`config.mk`:
```
export PLATFORM = sky130hd
export DESIGN_NAME = msbd_ctrl
export DESIGN_NICKNAME = d
export VERILOG_FILES = /design/src/rtl/msbd_pkg.sv /design/src/rtl/msbd_ctrl.sv
export SDC_FILE = /design/constraint.sdc
export NUM_CORES = 1
export LEC_CHECK = 0
export ABC_CLOCK_PERIOD_IN_PS = 1200
export BUFFER_PORTS_ARGS = -buffer_cell sky130_fd_sc_hd__buf_2
export CORE_AREA = 2 2 39 41
export CTS_CLUSTER_DIAMETER = 80
export DETAILED_ROUTE_END_ITERATION = 10
export DIE_AREA = 0 0 41 43
export GPL_ROUTABILITY_DRIVEN = 0
export SYNTH_ARGS = -nofsm -noshare
export SYNTH_HDL_FRONTEND = slang
export SYNTH_SLANG_ARGS = --single-unit
export TNS_END_PERCENT = 50
```
`constraint.sdc`:
```
create_clock -name clk -period 1.2 [get_ports clk]
set_input_delay 0.06 -clock clk [delete_from_list [all_inputs] [get_ports clk]]
set_output_delay 0.06 -clock clk [all_outputs]
set_load 0.05 [all_outputs]
```
`src/rtl/msbd_pkg.sv`:
```
package msbd_pkg;

  // Screen geometry
  localparam int SCREEN_WIDTH  = 64;
  localparam int SCREEN_HEIGHT = 64;
  localparam int STORE_SIZE    = SCREEN_WIDTH * SCREEN_HEIGHT;
  localparam int ADDR_W        = (STORE_SIZE > 1) ? $clog2(STORE_SIZE) : 1;

  localparam logic [7:0]  EMPTY_DEPTH = 8'd127;
  localparam logic [31:0] CLEAR_RESET = 32'd66666;

  // Item opcodes
  localparam logic [1:0] OP_CLEAR = 2'd0;
  localparam logic [1:0] OP_DRAW  = 2'd1;
  localparam logic [1:0] OP_READ  = 2'd2;

  // Depth test modes
  localparam logic [1:0] MODE_ALWAYS  = 2'd0;
  localparam logic [1:0] MODE_EMPTY   = 2'd1;
  localparam logic [1:0] MODE_COMPARE = 2'd2;

  // Configuration register indexes
  localparam logic CFG_BLEND_MODE   = 1'b0;
  localparam logic CFG_CLEAR_COLOUR = 1'b1;

  typedef struct packed {
    logic capture;   // latch the item and read the stores
    logic wr_draw;   // write the blended spot back
    logic clr_en;    // write one entry of the clear sweep
    logic load_out;  // move the result into the output register
  } msbd_cmd_t;

  typedef struct packed {
    logic out_free;   // output register can take a result this cycle
    logic clr_last;   // clear sweep sits on its last entry
    logic draw_pass;  // latched item is a draw that passes its test
  } msbd_stat_t;

endpackage

```
`src/rtl/msbd_ctrl.sv`:
```
module msbd_ctrl import msbd_pkg::*; (
  input  logic       clk,
  input  logic       rst_n,
  input  logic       in_valid,
  input  logic [1:0] in_op,
  output logic       in_stall,
  input  msbd_stat_t stat,
  output msbd_cmd_t  cmd
);

  localparam logic [1:0] ST_IDLE   = 2'd0;
  localparam logic [1:0] ST_ACCESS = 2'd1;
  localparam logic [1:0] ST_CLEAR  = 2'd2;
  localparam logic [1:0] ST_EMIT   = 2'd3;

  logic [1:0] state_r, state_nxt;
  logic       accept;

  assign in_stall = (state_r != ST_IDLE);
  assign accept   = in_valid && (state_r == ST_IDLE);

  always_comb begin
    state_nxt    = state_r;
    cmd.capture  = 1'b0;
    cmd.wr_draw  = 1'b0;
    cmd.clr_en   = 1'b0;
    cmd.load_out = 1'b0;
    case (state_r)
      ST_IDLE: begin
        if (accept) begin
          cmd.capture = 1'b1;
          state_nxt   = (in_op == OP_CLEAR) ? ST_CLEAR : ST_ACCESS;
        end
      end
      ST_ACCESS: begin
        cmd.wr_draw = stat.draw_pass;
        if (stat.out_free) begin
          cmd.load_out = 1'b1;
          state_nxt    = ST_IDLE;
        end else begin
          state_nxt = ST_EMIT;
        end
      end
      ST_CLEAR: begin
        cmd.clr_en = 1'b1;
        if (stat.clr_last) begin
          state_nxt = ST_EMIT;
        end
      end
      ST_EMIT: begin
        if (stat.out_free) begin
          cmd.load_out = 1'b1;
          state_nxt    = ST_IDLE;
        end
      end
      default: begin
        state_nxt = ST_IDLE;
      end
    endcase
  end

  always_ff @(posedge clk) begin
    if (!rst_n) begin
      state_r <= ST_IDLE;
    end else begin
      state_r <= state_nxt;
    end
  end

endmodule

```
# Word-level counts from Yosys, hierarchy flattened
# Index checks and enable logic that the tools add are counted.
totals:
  ff_bits: 2
  input_bits: 8
  out_inout_bits: 5
  elab_cells: 25
op_classes:
  eq_ne: 6
  mux: 12
  reduce_logical: 6
op_table:
  columns: ["operator", "n"]
  rows:
  - ["$mux W2", 5]
  - ["$pmux W2 S4", 1]
  - ["$mux W1", 6]
  - ["$ne A2 B2 Y1 const B", 3]
  - ["$eq A2 B2 Y1 const B", 2]
  - ["$logic_not A2 Y1", 2]
  - ["$reduce_and A3 Y1", 1]
  - ["$eq A2 B1 Y1 const B", 1]
  - ["$reduce_bool A2 Y1", 1]
  - ["$reduce_or A2 Y1", 1]
  - ["$logic_and A1 B1 Y1", 1]

# Depth between registers and ports, before layout
# Gate-level depths: netlist (run 1).
depth:
  word_depth: 4
  ltp_mapped: 4
  mapped_depth_nobuf: 4

# Worst setup path before layout (run 1)
# No wires, ideal clock.
synth_timing:
  kind: "register to register"
  from: "reg state_r[0]"
  to: "reg state_r[0]"
  t_arrival_ps: 1334
  t_required_ps: 1084
  slack_ps: -250
  stages_incl_launch_ff: 4
  n_path_buf: 0
  synth_period_minus_slack_ps: 1450
  path_cell_list: "dfxtp_1 > nor3b_2 > o22ai_2 > o211a_1"
synth_via:
  elab_chain_cells: 4
  elab_cells_between_ends: 10
synth_lines:
  columns: ["item", "line_no", "text"]
  rows:
  - ["start, declared", "msbd_ctrl.sv:16", "logic [1:0] state_r, state_nxt;"]
  - ["start signal, assigned", "msbd_ctrl.sv:66", "state_r <= state_nxt;"]
  - ["$logic_not A2 Y1", "msbd_ctrl.sv:20, msbd_ctrl.sv:28", null]
  - ["$logic_and A1 B1 Y1", "msbd_ctrl.sv:20", "assign accept = in_valid && (state_r == ST_IDLE);"]
  - ["$ne A2 B2 Y1 (no line)", null, null]
  - ["$reduce_and A3 Y1 (no line)", null, null]
# Several ways; a longest one is shown, not always the timed one.
# A chain may end at the register's enable or synchronous reset.

==> metrics.csv, run 1 <==
metric;value;unit
# H-tree levels;1;
die width;41;um
status;finished clean;
Comb power frac;43.7;%
crit end category;output pin;
share of layout cells above drive strength 1;83.3;%
top flop regs;state_r x2;
area delta synth->final;76.9;%
pwr dens;1630;mW/mm^2
Top reg by flops;state_r;
number of port buffers;12;
Clk Latency, worst-skew pair;0.22;ns
CTS tree;done;
Slew Limit Fails;0;
part of the power in the clock network;33.5;%
Peak VDD IR;0.000355;V
Int Pwr;0.261;mW
vias;173;
Global Route Usage Sum;5.81;%
Synthesis Warnings;0;
cell area after synthesis;151;um^2
Critical Path AT;1.08;ns
initial antenna violation count;0;
largest net degree at the start of global routing;7;
chip height;43;um
Slew headroom;83.5;%
CTS Buffer Depth;2;
Tcrit/Tclk final;94.8;%
post-route core utilization;19.3;%
Sink Count;2;
DRC viols;0;
Clock Skew;0.00137;ns
Sequential Power Share;22.8;%
fin crit period;1.14;ns
final worst setup slack;0.0625;ns
worst path required time;1.14;ns
CORE AREA;0.00138;mm^2
Final HPWL DP;339;um
Avg Inst Size Synth;10.1;um^2
critical path class;flop to output pin;
initial cell density of the core;10.9;%
Min Hold Slack;0.0781;ns
Largest register FFs;2;
Die Footprint;0.00176;mm^2
Adder-Cell Fraction of Synth Area;0;%
Final Net Count;40;
IO Pins;13;
first-pass GRT wire length;648;um
main combinational cell family by area after synthesis;simple AND/OR/NAND/NOR gates;
First-pass DRT Iterations;2;
switching share of power;40.1;%
Final setup viols;0;
DR iter-0 viols;4;
max cap viols;0;
root buffer cell;clkbuf_4;
post-synthesis mux area share;9.92;%
overall power;0.436;mW
Synth Area in Compound Gates;22.3;%
leakage power;0.146;nW
dpl ws;0.136;ns
drt wl/cell;8.54;um
CTS Hold Bufs;0;
Setup Buffers After CTS;0;
WL final;393;um
register area share after synthesis;26.4;%
Mapped Cells;15;
NetSw;0.175;mW
register bit count reported by yosys;2;
Clock transition at path regs;0.03;ns
Simple-Gate Fraction of Synth Area;38.8;%
cts bufs inserted;3;
Max FO, Critical Path;6;
grt total ovfl;0;
Post-Synth XOR/XNOR Area;0;%
post-synth cell types;13;
vias per inst;3.76;
Fmax achieved;879;MHz
ANT nets after route;0;
# rows;14;
final hold viol count;0;
HP Class;input pin to flop;
syn nets;23;
Ant. Diodes;0;
crit path launch type;flop;
number of global-route vias before repair;182;
RSZ-0062 raised after global routing;false;
worst-margin pin slew;0.250;ns
==> cells in the mapped netlist <==
library cell  number  area (um^2)
o211a_1            1         10.0
dfxtp_1            2         40.0
nor2_1             2         7.51
or2_1              1         6.26
and3b_2            1         10.0
a21boi_2           1         11.3
inv_1              1         3.75
o22ai_2            1         12.5
nand3_1            1         5.00
and2_4             1         8.76
mux2_4             1         15.0
and2b_2            1         8.76
nor3b_2            1         12.5
==> layer usage <==
layer	part of all wire [%]	wire, um	track usage [%]
met1	36	142	5.10
met2	46	179	8.13
met3	18	71	5.24
met4	0	0	4.00
met5	0	0	0
==> layout make-up <==
class	count	area [um^2]
timing repair buffer	12	62.6
clock buffer	3	22.5
inverter	1	3.75
fill	160	1120
sequential	2	42.5
tap	16	20.0
multi-input combinational	12	116
==> what timing repair did <==
action                                 4_1_cts  5_1_grt
resized for setup                            0        4
setup endpoints to repair                    0        5
endpoints found under the hold margin        0        0
==> worst max-delay path, cell delays in order, from the launching register on <==
cell and delay [ns]:
dfxtp_2 0.35, nor3b_4 0.22, buf_2 0.29
==> power groups by stage <==
stage                     Combinational, mW  Clock [mW]  Sequential, mW
after floorplan                       0.149           0          0.0929
after global placement                0.187           0          0.0956
after detailed placement              0.188           0          0.0964
after CTS                             0.188       0.152          0.0954
after global routing                  0.204       0.165           0.102
final                                 0.191       0.146          0.0995
==> placed cells by master, fill, tap and decap left out <==
cell,count
buf_2,11
clkbuf_4,4
dfxtp_2,2
nor2_2,1
inv_1,1
and2b_2,1
and3b_2,1
and2_4,1
nor3b_4,1
or2_1,1
nor2_1,1
nand3_1,1
a21boi_2,1
mux2_4,1
o22ai_2,1
o211a_1,1
==> logic make-up (layout without fill, tap and decap cells) <==
logic type             Yosys count  after routing
AO/OA/AOI/OAI                    3              3
buffers and inverters            1             16
flip-flops                       2              2
multiplexers                     1              1
AND/OR/NAND/NOR                  8              8
==> stage by stage <==
| stage | cell area, um^2 | cells | setup TNS (ns) |
|---|---|---|---|
| floorplan | 158 | 15 | -0.0584 |
| global placement | 238 | 43 | 0 |
| detailed placement | 238 | 43 | 0 |
| CTS | 260 | 46 | 0 |
| global route | 268 | 46 | 0 |
| finish | 268 | 46 | 0 |
==> path summary, 6_finish.rpt <==
path / from / to / slack, ns / cells after the start
worst max register to register: state_r[1]$_SDFFE_PN0P_ / state_r[0]$_SDFFE_PN0P_ / 0.20 / 2
worst min register to register: state_r[0]$_SDFFE_PN0P_ / state_r[0]$_SDFFE_PN0P_ / 0.58 / 1
worst max-delay path: state_r[0]$_SDFFE_PN0P_ / cmd[3] / 0.06 / 2
worst min-delay path: rst_n / state_r[0]$_SDFFE_PN0P_ / 0.08 / 2
Note: power is estimated with default switching activity, not from simulation.
==> inputs of run 2 (changes only) <==
--- a/config.mk
+++ b/config.mk
@@ -5,13 +5,13 @@
 export SDC_FILE = /design/constraint.sdc
 export NUM_CORES = 1
 export LEC_CHECK = 0
-export ABC_CLOCK_PERIOD_IN_PS = 1200
 export BUFFER_PORTS_ARGS = -buffer_cell sky130_fd_sc_hd__buf_2
 export CORE_AREA = 2 2 39 41
 export CTS_CLUSTER_DIAMETER = 80
 export DETAILED_ROUTE_END_ITERATION = 10
 export DIE_AREA = 0 0 41 43
 export GPL_ROUTABILITY_DRIVEN = 0
+export MAX_ROUTING_LAYER = met4
 export SYNTH_ARGS = -nofsm -noshare
 export SYNTH_HDL_FRONTEND = slang
 export SYNTH_SLANG_ARGS = --single-unit
==> constraint.sdc (replaced) <==
create_clock -name clk -period 1.1 [get_ports clk]
set_input_delay 0.055 -clock clk [delete_from_list [all_inputs] [get_ports clk]]
set_output_delay 0.055 -clock clk [all_outputs]
set_load 0.05 [all_outputs]
==> run 2 against run 1 <==
Against the previous run: the run now ends with setup timing left; clock-buffer cell count did not move; die area did not move; design area rose by 13%; combinational power rose by 29%; sequential share of layout area fell by 1.0 points; via count fell by 2.9%; final cell count rose by 4.3%; critical endpoint unchanged; largest power group unchanged; highest routed layer unchanged.
==> metrics.csv, run 2 (synthesis results as in run 1) <==
metric;value;unit
Slew headroom;88.0;%
commonest non-fill, non-tap cell in the layout;buf_2;
ANT nets after route;0;
initial antenna violation count;0;
max cap viols;0;
Register Area;45.0;um^2
leakage power;0.160;nW
DP Area;245;um^2
failing checks;setup timing;
CP Cell Sequence;buf_6 > nor3b_4 > buf_6;
First-pass DRT Iterations;2;
FF-to-FF path depth;5;
area delta synth->final;100;%
# H-tree levels;1;
fillers;161;
grt total ovfl;0;
Critical Path AT;1.05;ns
largest net degree at the start of global routing;7;
Min Hold Slack;0.0803;ns
vias;168;
hold path endpoint;state_r[0]$_SDFFE_PN0P_;
Clk Latency, worst-skew pair;0.22;ns
worst-margin pin slew;0.180;ns
overall power;0.507;mW
Fmax achieved;906;MHz
initial cell density of the core;10.9;%
Peak VDD IR;0.000388;V
fin crit period;1.10;ns
crit end category;output pin;
drt wl/cell;8.33;um
final worst setup slack;-0.00355;ns
post-route core utilization;21.9;%
CTS Hold Bufs;0;
Final HPWL DP;309;um
crit path launch type;flop;
R2R Setup Slk;0.01;ns
Max FO, Critical Path;5;
multi-input gate area in the final layout;116;um^2
cts bufs inserted;3;
critical path class;flop to output pin;
CTS Buffer Depth;2;
die width;41;um
highest cell delay on the worst timing path;0.34;ns
Top reg by flops;state_r;
IO Pins;13;
DRC viols;0;
worst path required time;1.04;ns
most frequent cells in the layout;buf_2 (7), buf_4 (5), clkbuf_4 (3);
chip height;43;um
reg-to-reg critical path startpoint;state_r[1]$_SDFFE_PN0P_;
Finished Cell Area;303;um^2
number of port buffers;12;
Crit path top cell by count;buf_6;
# rows;14;
root buffer cell;clkbuf_4;
Hold Crit Depth;2;
number of global-route vias before repair;182;
Slew Limit Fails;0;
Clock transition at path regs;0.03;ns
HP Class;input pin to flop;
Ant. Diodes;0;
CTS tree;done;
DR iter-0 viols;2;
pwr dens;1680;mW/mm^2
worst path bufs/invs;2;
Largest register FFs;2;
Sink Count;2;
RSZ-0062 raised after global routing;true;
top flop regs;state_r x2;
Die Footprint;0.00176;mm^2
vias per inst;3.50;
Hold Path Origin;rst_n;
crit-path leading delay family;flip-flops;
Clock Skew;0.00136;ns
status;complete, but fails checks;
Final Net Count;42;
Final setup viols;1;
first-pass GRT wire length;669;um
reg2reg end;state_r[0]$_SDFFE_PN0P_;
share of layout cells above drive strength 1;84.4;%
WL final;400;um
Global Route Usage Sum;5.75;%
Tcrit/Tclk final;100;%
CP max stage cell;dfxtp_2;
final hold viol count;0;
CORE AREA;0.00138;mm^2
dpl ws;0.0855;ns
## run 2: cell count changes in the layout (fill, tap and decap cells not counted), sizes merged
cell,delta
buf,+3
clkbuf,-1
## run 2: power breakdown
part / internal, mW / switching, mW / total, mW
sequential: 0.0873 / 0.0200 / 0.107
clock: 0.120 / 0.0344 / 0.154
combinational: 0.107 / 0.139 / 0.246
## run 2: worst register-to-register path: cells and delay by family (launching register included)
kind	cells	cell delay (ns)
compound gates	2	0.19
buf+inv	2	0.26
simple gates	1	0.19
flops	1	0.34
## run 2: cell type report
type,count,share of cell area (%)
Clock buffer,3,7.44
Inverter,1,1.24
Multi-Input combinational cell,12,38.4
Sequential cell,2,14.9
Timing Repair Buffer,14,31.4
Tap cell,16,6.61
## run 2: what timing repair did
item / CTS / global route
gates resized for setup: 8 / 4
buffers inserted: 1 / 0
setup endpoints to repair: 5 / 4
pin swaps: 1 / 1
## run 2: how the worst max path moves through the flow
stage / startpoint / to / slack [ns] / cells past startpoint
after floorplan: state_r[0]$_SDFFE_PN0P_ / state_r[0]$_SDFFE_PN0P_ / -0.16 / 3
after global placement: state_r[1]$_SDFFE_PN0P_ / state_r[0]$_SDFFE_PN0P_ / 0.1 / 2
after detailed placement: state_r[1]$_SDFFE_PN0P_ / state_r[0]$_SDFFE_PN0P_ / 0.09 / 4
after CTS: state_r[1]$_SDFFE_PN0P_ / cmd[3] / -0.03 / 3
after global routing: state_r[1]$_SDFFE_PN0P_ / cmd[3] / -0.06 / 3
final: state_r[1]$_SDFFE_PN0P_ / cmd[3] / -0.004 / 3
## run 2: through the flow
step	std cells	TNS, ns
after floorplan	15	-0.158
after global placement	44	0
after detailed placement	44	0
after CTS	48	-0.0394
after global routing	48	-0.111
final	48	-0.00355
## run 2: per-layer routing
| layer | vias to the layer above | track usage (%) | share of wire (%) |
|---|---|---|---|
| met3 | 0 | 3.14 | 5.3 |
| li1 | 88 | - | - |
| met1 | 73 | 6.71 | 50 |
| met2 | 7 | 8.13 | 45 |
| met4 | 0 | 2.00 | 0 |
| met5 | - | - | 0 |
==> inputs of run 3 (changes only) <==
--- a/config.mk
+++ b/config.mk
@@ -12,6 +12,8 @@
 export DIE_AREA = 0 0 41 43
 export GPL_ROUTABILITY_DRIVEN = 0
 export MAX_ROUTING_LAYER = met4
+export SETUP_SLACK_MARGIN = 0.05
+export SLEW_MARGIN = 25
 export SYNTH_ARGS = -nofsm -noshare
 export SYNTH_HDL_FRONTEND = slang
 export SYNTH_SLANG_ARGS = --single-unit
==> run 3 against run 2 <==
Against the previous run: the flow still finishes with violations (setup timing); wire length increased by 3.8%; core utilization grew 1.1 points; final cell count increased by 2.1%; maximum frequency grew 0.16%; flip-flop and latch count did not move; worst hold slack improved by 0.012 ns; setup slack better by 0.0017 ns; combinational power increased by 7%; die area stayed put; global-route usage rose by 0.21 points; total power grew 3.4%; largest cell class unchanged.
==> metrics.csv, run 3 (synthesis results as in run 1) <==
metric;value;unit
status;complete, but fails checks;
failing checks;setup timing;
WL final;415;um
final worst setup slack;-0.00183;ns
chip height;43;um
hold path endpoint;state_r[1]$_SDFFE_PN0P_;
most frequent cells in the layout;buf_2 (7), buf_4 (5), clkbuf_4 (3);
root buffer cell;clkbuf_4;
Fmax achieved;908;MHz
fin crit period;1.10;ns
DRC viols;0;
Clock transition at path regs;0.03;ns
HP Class;input pin to flop;
vias;175;
dpl ws;0.0855;ns
post-route core utilization;23.0;%
die width;41;um
max cap viols;0;
Max FO, Critical Path;5;
grt total ovfl;0;
DP Area;245;um^2
Largest register FFs;2;
CTS tree;done;
DR iter-0 viols;3;
overall power;0.524;mW
Hold Path Origin;rst_n;
worst-margin pin slew;0.180;ns
Top Metal Used;met3;
drt wl/cell;8.47;um
Ant. Diodes;0;
setup tns final;-0.00183;ns
IO Pins;13;
reg2reg end;state_r[0]$_SDFFE_PN0P_;
worst path required time;1.04;ns
first-pass GRT wire length;683;um
RSZ-0062 raised after global routing;true;
NetSw;0.197;mW
top flop regs;state_r x2;
ANT nets after route;0;
Finished Cell Area;318;um^2
DR WL met2;195;um
vias per inst;3.57;
initial antenna violation count;0;
Slew Limit Fails;0;
commonest non-fill, non-tap cell in the layout;buf_2;
Clock Skew;0.00329;ns
R2R Setup Slk;0.01;ns
Clk Latency, worst-skew pair;0.22;ns
Peak VDD IR;0.000500;V
Top reg by flops;state_r;
Final setup viols;1;
reg-to-reg critical path startpoint;state_r[1]$_SDFFE_PN0P_;
crit end category;output pin;
Final HPWL DP;309;um
DR WL met3;21;um
Comb power frac;50.3;%
Hold Crit Depth;2;
part of the power in the clock network;29.3;%
# H-tree levels;1;
leakage power;0.166;nW
First-pass DRT Iterations;2;
cts bufs inserted;3;
number of global-route vias before repair;182;
FF-to-FF path depth;3;
# rows;14;
switching share of power;37.6;%
CTS Buffer Depth;2;
share of layout cells above drive strength 1;84.8;%
Sequential Power Share;20.3;%
critical path class;flop to output pin;
initial cell density of the core;10.9;%
crit path launch type;flop;
Die Footprint;0.00176;mm^2
Critical Path AT;1.05;ns
Tcrit/Tclk final;100;%
met1 WL;198;um
Int Pwr;0.327;mW
Global Route Usage Sum;5.95;%
number of port buffers;12;
Final Net Count;43;
pwr dens;1650;mW/mm^2
area delta synth->final;110;%
Sink Count;2;
Slew headroom;87.9;%
final hold viol count;0;
CORE AREA;0.00138;mm^2
largest net degree at the start of global routing;7;
run 3: changes by cell type in the layout (fill, tap and decap cells not counted):
cell	change
buf_8	+1
run 3: layout make-up:
cell class | count | area [um^2]
timing repair buffer | 15 | 110
clock buffer | 3 | 22.5
fill | 163 | 1070
multi-input combinational | 12 | 116
inverter | 1 | 3.75
tap | 16 | 20.0
sequential | 2 | 45.0
run 3: critical path, cell delays in order, from the launching register on:
cell and delay [ns]:
dfxtp_2 0.33, buf_6 0.12, nor3b_4 0.19, buf_6 0.18
run 3: per-layer routing:
layer	track usage, %	vias up
li1	-	90
met1	6.39	78
met2	9.06	7
met3	3.14	0
met4	2.00	0
met5	-	-
run 3: how the worst max path moves through the flow:
stage,startpoint,end,slack (ns),cells after the start
finish,state_r[1]$_SDFFE_PN0P_,cmd[3],-0.002,3
global route,state_r[1]$_SDFFE_PN0P_,cmd[3],-0.06,3
CTS,state_r[1]$_SDFFE_PN0P_,cmd[3],-0.02,3
detailed placement,state_r[1]$_SDFFE_PN0P_,state_r[0]$_SDFFE_PN0P_,0.09,4
global placement,state_r[1]$_SDFFE_PN0P_,state_r[0]$_SDFFE_PN0P_,0.1,2
floorplan,state_r[0]$_SDFFE_PN0P_,state_r[0]$_SDFFE_PN0P_,-0.16,3
run 3: timing repair:
action | CTS | global route
setup buffers | 2 | 0
setup endpoints to repair | 5 | 5
pin swaps | 2 | 1
gates resized for setup | 10 | 3
hold endpoints to repair | 0 | 0
hold buffers | 0 | 0
run 3: stage by stage:
step           hold slack, ns  cells
2_1_floorplan           0.188     15
3_3_place_gp            0.303     44
3_5_place_dp            0.308     44
4_1_cts                0.0854     49
5_1_grt                0.0941     49
6_report               0.0919     49
run 3: power by group through the flow:
stage | logic [mW] | clock network (mW) | registers [mW]
detailed placement | 0.214 | 0 | 0.102
global route | 0.279 | 0.177 | 0.109
global placement | 0.214 | 0 | 0.102
CTS | 0.253 | 0.165 | 0.104
finish | 0.264 | 0.154 | 0.107
floorplan | 0.162 | 0 | 0.101
